--- config.mk ---
export PLATFORM = sky130hd
export DESIGN_NAME = multichannel_iir_filter
export DESIGN_NICKNAME = d
export VERILOG_FILES = /design/src/design/mciir_pkg.sv /design/src/design/mciir_ram.sv /design/src/design/mciir_mac.sv /design/src/design/multichannel_iir_filter.sv
export SDC_FILE = /design/constraint.sdc
export NUM_CORES = 2
export LEC_CHECK = 0
export BUFFER_PORTS_ARGS = -buffer_cell sky130_fd_sc_hd__buf_2
export CORE_AREA = 4 4 352 354
export CTS_CLUSTER_SIZE = 20
export DETAILED_ROUTE_END_ITERATION = 8
export DIE_AREA = 0 0 356 358
export PLACE_DENSITY = 0.76
export SYNTH_ARGS = -nofsm -noshare
export SYNTH_HDL_FRONTEND = slang
export SYNTH_SLANG_ARGS = --single-unit
--- constraint.sdc ---
create_clock -name clk -period 22.5 [get_ports clk]
set_input_delay 4.5 -clock clk [delete_from_list [all_inputs] [get_ports clk]]
set_output_delay 4.5 -clock clk [all_outputs]
set_load 0.005 [all_outputs]
--- src/design/mciir_pkg.sv ---
// Shared types and constants for the multichannel IIR filter.
package mciir_pkg;

  localparam int SAMPLE_W  = 16;
  localparam int LANE_W    = 3;
  localparam int COEF_W    = 16;
  localparam int FRAC_W    = 12;
  localparam int CNT_W     = 3;
  localparam int CFG_W     = 64;
  localparam int CFG_IDX_W = 3;
  localparam int PROD_W    = 2 * SAMPLE_W;
  localparam int ACC_W     = PROD_W + 5;
  localparam int Q_W       = ACC_W - FRAC_W;
  localparam int TAP_W     = 5;

  localparam logic signed [COEF_W-1:0] COEF_ONE   = 16'sh1000;
  localparam logic signed [ACC_W-1:0]  ROUND_HALF = ACC_W'(2048);
  localparam logic signed [Q_W-1:0]    Y_MAX      = Q_W'(32767);
  localparam logic signed [Q_W-1:0]    Y_MIN      = Q_W'(-32768);

  typedef enum logic [CFG_IDX_W-1:0] {
    CFG_FF_LOW  = 3'd0,
    CFG_FF_LAST = 3'd1,
    CFG_FB      = 3'd2,
    CFG_FF_CNT  = 3'd3,
    CFG_FB_CNT  = 3'd4
  } cfg_idx_t;

  typedef enum logic [1:0] {
    ST_CLEAR,
    ST_IDLE,
    ST_RUN,
    ST_FIN
  } state_t;

  typedef enum logic [1:0] {
    OP_XHIST,
    OP_NEW,
    OP_YHIST
  } op_kind_t;

  typedef struct packed {
    logic clr;
    logic vld;
    logic neg;
  } mac_ctl_t;

endpackage

--- src/design/mciir_ram.sv ---
// Generic single-write, single-read RAM with registered read data.
module mciir_ram #(
  parameter int WIDTH = 16,
  parameter int DEPTH = 8
) (
  input  logic                                         clk,
  input  logic                                         we,
  input  logic [((DEPTH > 1) ? $clog2(DEPTH) : 1)-1:0] waddr,
  input  logic [WIDTH-1:0]                             wdata,
  input  logic [((DEPTH > 1) ? $clog2(DEPTH) : 1)-1:0] raddr,
  output logic [WIDTH-1:0]                             rdata
);

  logic [WIDTH-1:0] mem [DEPTH];
  logic [WIDTH-1:0] rdata_r;

  always_ff @(posedge clk) begin
    if (we) begin
      mem[waddr] <= wdata;
    end
    rdata_r <= mem[raddr];
  end

  assign rdata = rdata_r;

endmodule

--- src/design/mciir_mac.sv ---
// Shared multiply-accumulate unit: registered product, then accumulate.
module mciir_mac
  import mciir_pkg::*;
(
  input  logic                     clk,
  input  logic                     rst_n,
  input  mac_ctl_t                 ctl,
  input  logic signed [SAMPLE_W-1:0] operand,
  input  logic signed [COEF_W-1:0] coef,
  output logic signed [ACC_W-1:0]  acc,
  output logic                     busy
);

  logic signed [PROD_W-1:0] prod_r;
  logic                     prod_v_r;
  logic                     prod_neg_r;
  logic signed [ACC_W-1:0]  acc_r;
  logic signed [ACC_W-1:0]  acc_nxt;
  logic signed [ACC_W-1:0]  prod_ext;

  always_ff @(posedge clk) begin
    if (!rst_n) begin
      prod_v_r <= 1'b0;
      acc_r    <= '0;
    end else begin
      prod_v_r <= ctl.vld;
      acc_r    <= acc_nxt;
    end
    prod_neg_r <= ctl.neg;
    if (ctl.vld) begin
      prod_r <= operand * coef;
    end
  end

  always_comb begin
    prod_ext = ACC_W'(prod_r);
    if (ctl.clr) begin
      acc_nxt = '0;
    end else if (prod_v_r) begin
      acc_nxt = prod_neg_r ? (acc_r - prod_ext) : (acc_r + prod_ext);
    end else begin
      acc_nxt = acc_r;
    end
  end

  assign acc  = acc_r;
  assign busy = prod_v_r;

endmodule

--- src/design/multichannel_iir_filter.sv ---
// Top level: multichannel direct-form-1 IIR filter on one shared MAC.
// An accepted word passes through the step sequencer, the operand stage, the MAC's product and
// accumulator registers and the result register before it shows on out_tvalid; the sequencer
// walks NUM_OPS = MAX_FF_TAPS + MAX_FB_TAPS - 1 steps. One word is in work at a time, set by the
// single multiplier and the one read port of each history RAM; every tap, used or not,
// takes one MAC slot. Reset: synchronous, active low; afterwards a clearing pass over
// every history address zeroes both histories (in_tready low).
module multichannel_iir_filter
  import mciir_pkg::*;
#(
  parameter int LANES       = 8,
  parameter int MAX_FF_TAPS = 5,
  parameter int MAX_FB_TAPS = 5
) (
  input  logic                 clk,
  input  logic                 rst_n,
  // configuration write port
  input  logic                 cfg_wr_en,
  input  logic [CFG_IDX_W-1:0] cfg_index,
  input  logic [CFG_W-1:0]     cfg_wdata,
  // input stream
  input  logic                 in_tvalid,
  output logic                 in_tready,
  input  logic [15:0]          in_tdata,   // [15:0] sample
  input  logic [2:0]           in_tuser,   // [2:0] lane
  // result stream
  output logic                 out_tvalid,
  input  logic                 out_tready,
  output logic [15:0]          out_tdata,  // [15:0] filtered
  output logic [3:0]           out_tuser   // [2:0] out_lane, [3] clipped
);

  localparam int YTAPS     = (MAX_FB_TAPS > 1) ? MAX_FB_TAPS - 1 : 1;
  localparam int XDEPTH    = LANES * MAX_FF_TAPS;
  localparam int YDEPTH    = LANES * YTAPS;
  localparam int XAW       = (XDEPTH > 1) ? $clog2(XDEPTH) : 1;
  localparam int YAW       = (YDEPTH > 1) ? $clog2(YDEPTH) : 1;
  localparam int SLOT_W    = (LANES > 1) ? $clog2(LANES) : 1;
  localparam int NUM_OPS   = MAX_FF_TAPS + MAX_FB_TAPS - 1;
  localparam int STEP_W    = $clog2(NUM_OPS + 1);
  localparam int CLR_DEPTH = (XDEPTH > YDEPTH) ? XDEPTH : YDEPTH;
  localparam int CLR_W     = (CLR_DEPTH > 1) ? $clog2(CLR_DEPTH) : 1;
  localparam int XJ_TOP    = MAX_FF_TAPS - 2;

  // Fold the lane number onto the state slots by repeated subtraction.
  function automatic logic [SLOT_W-1:0] lane_slot(input logic [LANE_W-1:0] l);
    logic [6:0] v;
    v = 7'(l);
    for (int i = 0; i < 8; i++) begin
      if (v >= 7'(LANES)) begin
        v = v - 7'(LANES);
      end
    end
    return SLOT_W'(v);
  endfunction

  // configuration registers
  logic [CFG_W-1:0]         ff_low_r;
  logic signed [COEF_W-1:0] ff_last_r;
  logic [CFG_W-1:0]         fb_r;
  logic [CNT_W-1:0]         ff_cnt_r;
  logic [CNT_W-1:0]         fb_cnt_r;

  // sequencer state
  state_t                   state_r, state_nxt;
  logic [STEP_W-1:0]        step_r, step_nxt;
  logic [CLR_W-1:0]         clr_cnt_r, clr_cnt_nxt;
  logic signed [SAMPLE_W-1:0] sample_r;
  logic [SLOT_W-1:0]        slot_r;
  logic [LANE_W-1:0]        lane_r;

  // operand stage (RAM read data lines up with it)
  logic                     s1_v_r;
  op_kind_t                 s1_kind_r;
  logic [TAP_W-1:0]         s1_j_r;
  logic signed [COEF_W-1:0] s1_coef_r;

  // result register
  logic                     out_valid_r;
  logic [SAMPLE_W-1:0]      out_data_r;
  logic [LANE_W-1:0]        out_lane_r;
  logic                     out_clip_r;

  logic                     in_acc;
  logic                     out_acc;
  logic                     issue;
  logic                     fin_go;
  op_kind_t                 op_kind;
  logic [TAP_W-1:0]         op_j;
  logic [TAP_W-1:0]         op_tap;
  logic signed [COEF_W-1:0] op_coef;
  logic [TAP_W-1:0]         nb_eff;
  logic [TAP_W-1:0]         na_eff;
  logic [XAW-1:0]           x_base;
  logic [YAW-1:0]           y_base;

  logic                     x_we;
  logic [XAW-1:0]           x_waddr, x_raddr;
  logic [SAMPLE_W-1:0]      x_wdata, x_rdata;
  logic                     y_we;
  logic [YAW-1:0]           y_waddr, y_raddr;
  logic [SAMPLE_W-1:0]      y_wdata, y_rdata;

  mac_ctl_t                 mac_ctl;
  logic signed [SAMPLE_W-1:0] mac_operand;
  logic signed [ACC_W-1:0]  acc;
  logic                     mac_busy;
  logic signed [ACC_W-1:0]  rnd_sum;
  logic signed [Q_W-1:0]    rnd_q;
  logic [SAMPLE_W-1:0]      y_sat;
  logic                     y_clip;

  assign in_tready = (state_r == ST_IDLE);
  assign in_acc    = in_tvalid && in_tready;
  assign out_acc   = out_valid_r && out_tready;

  // Write configuration; only low bits of tap counts are kept.
  always_ff @(posedge clk) begin
    if (!rst_n) begin
      ff_low_r  <= CFG_W'(COEF_ONE);
      ff_last_r <= '0;
      fb_r      <= '0;
      ff_cnt_r  <= CNT_W'(1);
      fb_cnt_r  <= CNT_W'(1);
    end else if (cfg_wr_en) begin
      case (cfg_idx_t'(cfg_index))
        CFG_FF_LOW:  ff_low_r  <= cfg_wdata;
        CFG_FF_LAST: ff_last_r <= cfg_wdata[COEF_W-1:0];
        CFG_FB:      fb_r      <= cfg_wdata;
        CFG_FF_CNT:  ff_cnt_r  <= cfg_wdata[CNT_W-1:0];
        CFG_FB_CNT:  fb_cnt_r  <= cfg_wdata[CNT_W-1:0];
        default:     ;
      endcase
    end
  end

  // Clamp tap counts into 1..MAX.
  always_comb begin
    if (ff_cnt_r == '0) begin
      nb_eff = TAP_W'(1);
    end else if (TAP_W'(ff_cnt_r) > TAP_W'(MAX_FF_TAPS)) begin
      nb_eff = TAP_W'(MAX_FF_TAPS);
    end else begin
      nb_eff = TAP_W'(ff_cnt_r);
    end
    if (fb_cnt_r == '0) begin
      na_eff = TAP_W'(1);
    end else if (TAP_W'(fb_cnt_r) > TAP_W'(MAX_FB_TAPS)) begin
      na_eff = TAP_W'(MAX_FB_TAPS);
    end else begin
      na_eff = TAP_W'(fb_cnt_r);
    end
  end

  assign x_base = XAW'(slot_r) * XAW'(MAX_FF_TAPS);
  assign y_base = YAW'(slot_r) * YAW'(YTAPS);

  // Decode the step: first shift the input history oldest first, then take the
  // new sample, then walk the output history oldest first.
  always_comb begin
    issue = (state_r == ST_RUN) && (step_r != STEP_W'(NUM_OPS));
    if (step_r < STEP_W'(MAX_FF_TAPS - 1)) begin
      op_kind = OP_XHIST;
      op_j    = TAP_W'(XJ_TOP) - TAP_W'(step_r);
      op_tap  = op_j + TAP_W'(1);
    end else if (step_r == STEP_W'(MAX_FF_TAPS - 1)) begin
      op_kind = OP_NEW;
      op_j    = '0;
      op_tap  = '0;
    end else begin
      op_kind = OP_YHIST;
      op_j    = TAP_W'(NUM_OPS - 1) - TAP_W'(step_r);
      op_tap  = op_j + TAP_W'(1);
    end

    op_coef = '0;
    if (op_kind == OP_YHIST) begin
      if (op_tap < na_eff) begin
        case (op_tap)
          5'd1:    op_coef = fb_r[15:0];
          5'd2:    op_coef = fb_r[31:16];
          5'd3:    op_coef = fb_r[47:32];
          5'd4:    op_coef = fb_r[63:48];
          default: op_coef = '0;
        endcase
      end
    end else if (op_tap < nb_eff) begin
      case (op_tap)
        5'd0:    op_coef = ff_low_r[15:0];
        5'd1:    op_coef = ff_low_r[31:16];
        5'd2:    op_coef = ff_low_r[47:32];
        5'd3:    op_coef = ff_low_r[63:48];
        5'd4:    op_coef = ff_last_r;
        default: op_coef = '0;
      endcase
    end

    x_raddr = x_base + XAW'(op_j);
    y_raddr = y_base + YAW'(op_j);
  end

  // Round to nearest (ties up) and saturate.
  always_comb begin
    rnd_sum = acc + ROUND_HALF;
    rnd_q   = rnd_sum[ACC_W-1:FRAC_W];
    if (rnd_q > Y_MAX) begin
      y_sat  = Y_MAX[SAMPLE_W-1:0];
      y_clip = 1'b1;
    end else if (rnd_q < Y_MIN) begin
      y_sat  = Y_MIN[SAMPLE_W-1:0];
      y_clip = 1'b1;
    end else begin
      y_sat  = rnd_q[SAMPLE_W-1:0];
      y_clip = 1'b0;
    end
  end

  assign fin_go = (state_r == ST_FIN) && (!out_valid_r || out_tready);

  // History write ports: clearing pass, shift write-back, new entries.
  always_comb begin
    x_we    = 1'b0;
    x_waddr = x_base + XAW'(s1_j_r) + XAW'(1);
    x_wdata = x_rdata;
    y_we    = 1'b0;
    y_waddr = y_base + YAW'(s1_j_r) + YAW'(1);
    y_wdata = y_rdata;
    case (state_r)
      ST_CLEAR: begin
        x_we    = (clr_cnt_r <= CLR_W'(XDEPTH - 1));
        x_waddr = XAW'(clr_cnt_r);
        x_wdata = '0;
        y_we    = (clr_cnt_r <= CLR_W'(YDEPTH - 1));
        y_waddr = YAW'(clr_cnt_r);
        y_wdata = '0;
      end
      default: begin
        if (s1_v_r && s1_kind_r == OP_XHIST) begin
          x_we = 1'b1;
        end else if (s1_v_r && s1_kind_r == OP_NEW) begin
          x_we    = 1'b1;
          x_waddr = x_base;
          x_wdata = sample_r;
        end
        // drop the oldest output; it has no slot to move to
        if (s1_v_r && s1_kind_r == OP_YHIST && s1_j_r < TAP_W'(MAX_FB_TAPS - 2)) begin
          y_we = 1'b1;
        end else if (fin_go && (MAX_FB_TAPS > 1)) begin
          y_we    = 1'b1;
          y_waddr = y_base;
          y_wdata = y_sat;
        end
      end
    endcase
  end

  // Sequencer next state.
  always_comb begin
    state_nxt   = state_r;
    step_nxt    = step_r;
    clr_cnt_nxt = clr_cnt_r;
    case (state_r)
      ST_CLEAR: begin
        clr_cnt_nxt = clr_cnt_r + CLR_W'(1);
        if (clr_cnt_r == CLR_W'(CLR_DEPTH - 1)) begin
          state_nxt = ST_IDLE;
        end
      end
      ST_IDLE: begin
        step_nxt = '0;
        if (in_acc) begin
          state_nxt = ST_RUN;
        end
      end
      ST_RUN: begin
        if (issue) begin
          step_nxt = step_r + STEP_W'(1);
        end else if (!s1_v_r && !mac_busy) begin
          state_nxt = ST_FIN;
        end
      end
      ST_FIN: begin
        if (fin_go) begin
          state_nxt = ST_IDLE;
        end
      end
      default: state_nxt = ST_IDLE;
    endcase
  end

  always_ff @(posedge clk) begin
    if (!rst_n) begin
      state_r     <= ST_CLEAR;
      step_r      <= '0;
      clr_cnt_r   <= '0;
      s1_v_r      <= 1'b0;
      out_valid_r <= 1'b0;
    end else begin
      state_r   <= state_nxt;
      step_r    <= step_nxt;
      clr_cnt_r <= clr_cnt_nxt;
      s1_v_r    <= issue;
      if (fin_go) begin
        out_valid_r <= 1'b1;
      end else if (out_acc) begin
        out_valid_r <= 1'b0;
      end
    end
  end

  // Payload registers.
  always_ff @(posedge clk) begin
    if (in_acc) begin
      sample_r <= in_tdata[SAMPLE_W-1:0];
      lane_r   <= in_tuser[LANE_W-1:0];
      slot_r   <= lane_slot(in_tuser[LANE_W-1:0]);
    end
    s1_kind_r <= op_kind;
    s1_j_r    <= op_j;
    s1_coef_r <= op_coef;
    if (fin_go) begin
      out_data_r <= y_sat;
      out_lane_r <= lane_r;
      out_clip_r <= y_clip;
    end
  end

  always_comb begin
    mac_ctl.clr = in_acc;
    mac_ctl.vld = s1_v_r;
    mac_ctl.neg = (s1_kind_r == OP_YHIST);
    case (s1_kind_r)
      OP_NEW:   mac_operand = sample_r;
      OP_YHIST: mac_operand = y_rdata;
      default:  mac_operand = x_rdata;
    endcase
  end

  mciir_mac u_mac (
    .clk     (clk),
    .rst_n   (rst_n),
    .ctl     (mac_ctl),
    .operand (mac_operand),
    .coef    (s1_coef_r),
    .acc     (acc),
    .busy    (mac_busy)
  );

  mciir_ram #(
    .WIDTH (SAMPLE_W),
    .DEPTH (XDEPTH)
  ) u_xhist (
    .clk   (clk),
    .we    (x_we),
    .waddr (x_waddr),
    .wdata (x_wdata),
    .raddr (x_raddr),
    .rdata (x_rdata)
  );

  mciir_ram #(
    .WIDTH (SAMPLE_W),
    .DEPTH (YDEPTH)
  ) u_yhist (
    .clk   (clk),
    .we    (y_we),
    .waddr (y_waddr),
    .wdata (y_wdata),
    .raddr (y_raddr),
    .rdata (y_rdata)
  );

  assign out_tvalid = out_valid_r;
  assign out_tdata  = out_data_r;
  assign out_tuser  = {out_clip_r, out_lane_r};

endmodule

==> results_dict.tcl <==
set metrics [dict create \
    async_flop_share 0 \
    path_clk_slew_ns 0.06 \
    syn_inst 5315 \
    fmax_mhz 118 \
    grt_pass1_vias 43900 \
    die_w_um 356 \
    via_count 44100 \
    outcome "complete, no violations" \
    hold_depth 2 \
    worstPathCellList "inv_1 > ha_1 > nor2_1 > a21oi_1 > nand2_1 > inv_1 > fa_1 > fa_1 > fa_1 > fa_1 > fa_1 > inv_1 > fa_1 > inv_1 > ha_1 > a21o_1 > a21oi_1 > nor2b_1 > o21ai_0 > nand2b_1 > a221oi_1 > o21ai_0 > a21oi_1 > xnor2_1" \
    setup_viol 0 \
    yosysTopAreaCell "edfxtp_1" \
    core_area_mm2 0.121 \
    cts_tree "built" \
    highest_layer "met5" \
    boundaryPins 113 \
    synth_area_mm2 0.0719 \
    first_iter_violations 5276 \
    drc 0 \
    synth_edf_count 1223 \
    post-route-min-period_ns 8.46 \
    clock_latency_ns 0.79 \
    vias_per_cell 6.12 \
    critPathKind "flop to flop" \
    portBuffers 112 \
    cts_sinks 1481 \
    track_usage 0.277 \
    ant_nets 0 \
    setup_ws_ns 14.04 \
    crit_path_frequent_cell "fa_1" \
    crit_family "adder cells" \
    start_kind "flop" \
    clock-root-buffer "clkbuf_16" \
    worstPathArrival_ns 8.96 \
    slew_headroom 0.128 \
    crit_slowest_cell "a21oi_1" \
    dp.final_hpwl_um 109000 \
    cts_setup_buffers 0 \
    powerDensity_mw_per_mm2 69.1 \
    period_share 0.376 \
    timing.setup.tns_ns 0 \
    final_nets 5962 \
    hold_class "flop to flop" \
    slew_viol_final 0 \
    dr.pass1.iters 6 \
    ir_worst_vdd_mv 0.0824 \
    synth.avg_cell_area_um2 13.5 \
    max_stage_delay_ns 0.98 \
    cts_resized 0 \
    dieHeight_um 358 \
    htreeDepth 4 \
    reg2regPathDepth 24 \
    dp_slack_ns 14.11 \
    crit_cells 24 \
    post-route-util 0.657 \
    synthTopCellsByArea "edfxtp_1 51%, fa_1 7.4%, dfxtp_1 7.2%" \
    drive_gt1_frac 0.143 \
    grt_pass1_wl_um 266000 \
    syn_nets 5830 \
    hold_buffers 0 \
    dr_wl_met2_um 82300 \
    wl_met1_um 67800 \
    clock_skew_ns 0.0385 \
    gp_congestion 0.920 \
    synth_common_cells "1223 x edfxtp_1, 837 x nand2_1, 333 x inv_1, 267 x fa_1, 258 x dfxtp_1" \
    synth-seq-area-share 0.583 \
    endpoint_kind "flop" \
    num_rows 128 \
    yosysUniqueCellTypes 93 \
    synth_warnings 0 \
    synth.top_cell.area_share 0.511 \
    routed_wl_um 175000 \
    worst-path-buf-inv 4 \
    hold_violations 0 \
    gr-total-overflow 0 \
    worst-endpoint-required_ns 23.00 \
    antenna_found_initial 17 \
    rsz0062_at_grt "false" \
    post_drt_wl_per_cell_um 24.3 \
    ys_ff_latch 1481 \
    wl_met3_um 18600 \
    synth_ff_type "edfxtp_1" \
    numCtsBuffers 150 \
    tightest_slew_ns 1.30 \
    initial_utilization 0.594 \
    dieArea_mm2 0.127 \
    yosysMostFrequentCell "edfxtp_1" \
    cap_violations 0 \
    p_leak_uw 0.0286 \
    grt_max_degree 159 \
    syn2layout_area_growth_pct 10.7 \
    clk_path_buf_depth 3 \
    cp_max_fo 32 \
]
-- flip-flops by register name, summed over array words and instances (netlist names), 3 cells and up --
register,flops
clr_cnt_r,6
fb_cnt_r,3
fb_r,64
ff_cnt_r,3
ff_last_r,16
ff_low_r,64
lane_r,3
out_lane_r,3
out_tdata,16
s1_coef_r,16
s1_j_r,5
sample_r,16
step_r,4
u_mac.acc,37
u_mac.prod_r,32
u_xhist.mem,640
u_xhist.rdata,16
u_yhist.mem,512
u_yhist.rdata,16
-- path summary, 6_finish.rpt --
path	slack (ns)	to	start
max	14.04	u_mac.prod_r[31]	s1_kind_r[0]
min reg2reg	0.46	ff_low_r[51]	ff_low_r[51]
max reg2reg	14.04	u_mac.prod_r[31]	s1_kind_r[0]
min	0.46	ff_low_r[51]	ff_low_r[51]
-- kinds of logic after synthesis --
kind of cell / Yosys count / synth area share
muxes: 415 / 0.0970
and+or+nand+nor: 1480 / 0.0925
xor gates and xnor gates: 143 / 0.0175
adders and majority gates: 424 / 0.102
buffers and inverters: 624 / 0.0352
DFF: 1481 / 0.583
AOI/OAI and AO/OA: 748 / 0.0733
-- cell type report --
cell class	count	area [um^2]
diodes	15	37.5
clock buffers	189	3980
clock inverters	77	820
fillers	8466	41500
inverters	337	1270
multi-input cells	3210	27800
flip-flops and latches	1481	41900
well taps	1625	2030
repair buffers	267	1740
-- tightest hold or removal path: stages (launching register included) --
cell	delay, ns
dfxtp_1	0.30
nand2_1	0.05
a21boi_0	0.06
-- metrics by stage --
| step | total power (uW) | cells | area (um^2) | hold slack (ns) |
|---|---|---|---|---|
| 2_1_floorplan | 3060 | 5315 | 71900 | 0.436 |
| 3_3_place_gp | 3100 | 6920 | 74700 | 0.450 |
| 3_5_place_dp | 3100 | 6920 | 74700 | 0.457 |
| 4_1_cts | 5530 | 7186 | 79500 | 0.466 |
| 5_1_grt | 5660 | 7195 | 79600 | 0.484 |
| 6_report | 5500 | 7201 | 79600 | 0.464 |
-- per-layer routing --
layer / vias to the layer above / GRT usage
li1: 19500 / -
met1: 22000 / 0.384
met2: 2290 / 0.435
met3: 334 / 0.0653
met4: 4 / 0.0957
met5: - / 0
-- cell usage in the layout, fill, tap and decap left out, drive strengths merged, types with 41 or more instances in the layout --
master,instances
a31oi,41
edfxtp,1223
clkbuf,189
a211oi,89
a21oi,165
mux2i,190
ha,157
xnor2,103
nor2b,56
buf,267
nor2,230
a21o,61
nand2,837
mux4,224
o21ai,53
inv,345
and3,81
and2,133
fa,267
clkinv,53
a21boi,154
dfxtp,258
-- power breakdown --
part           internal, uW  switching, uW  total (uW)
Sequential             2960           9.51        2970
Combinational          27.1           55.7        82.8
Clock                  1400           1050        2450
No activity file was read; power rests on OpenSTA's default activity.
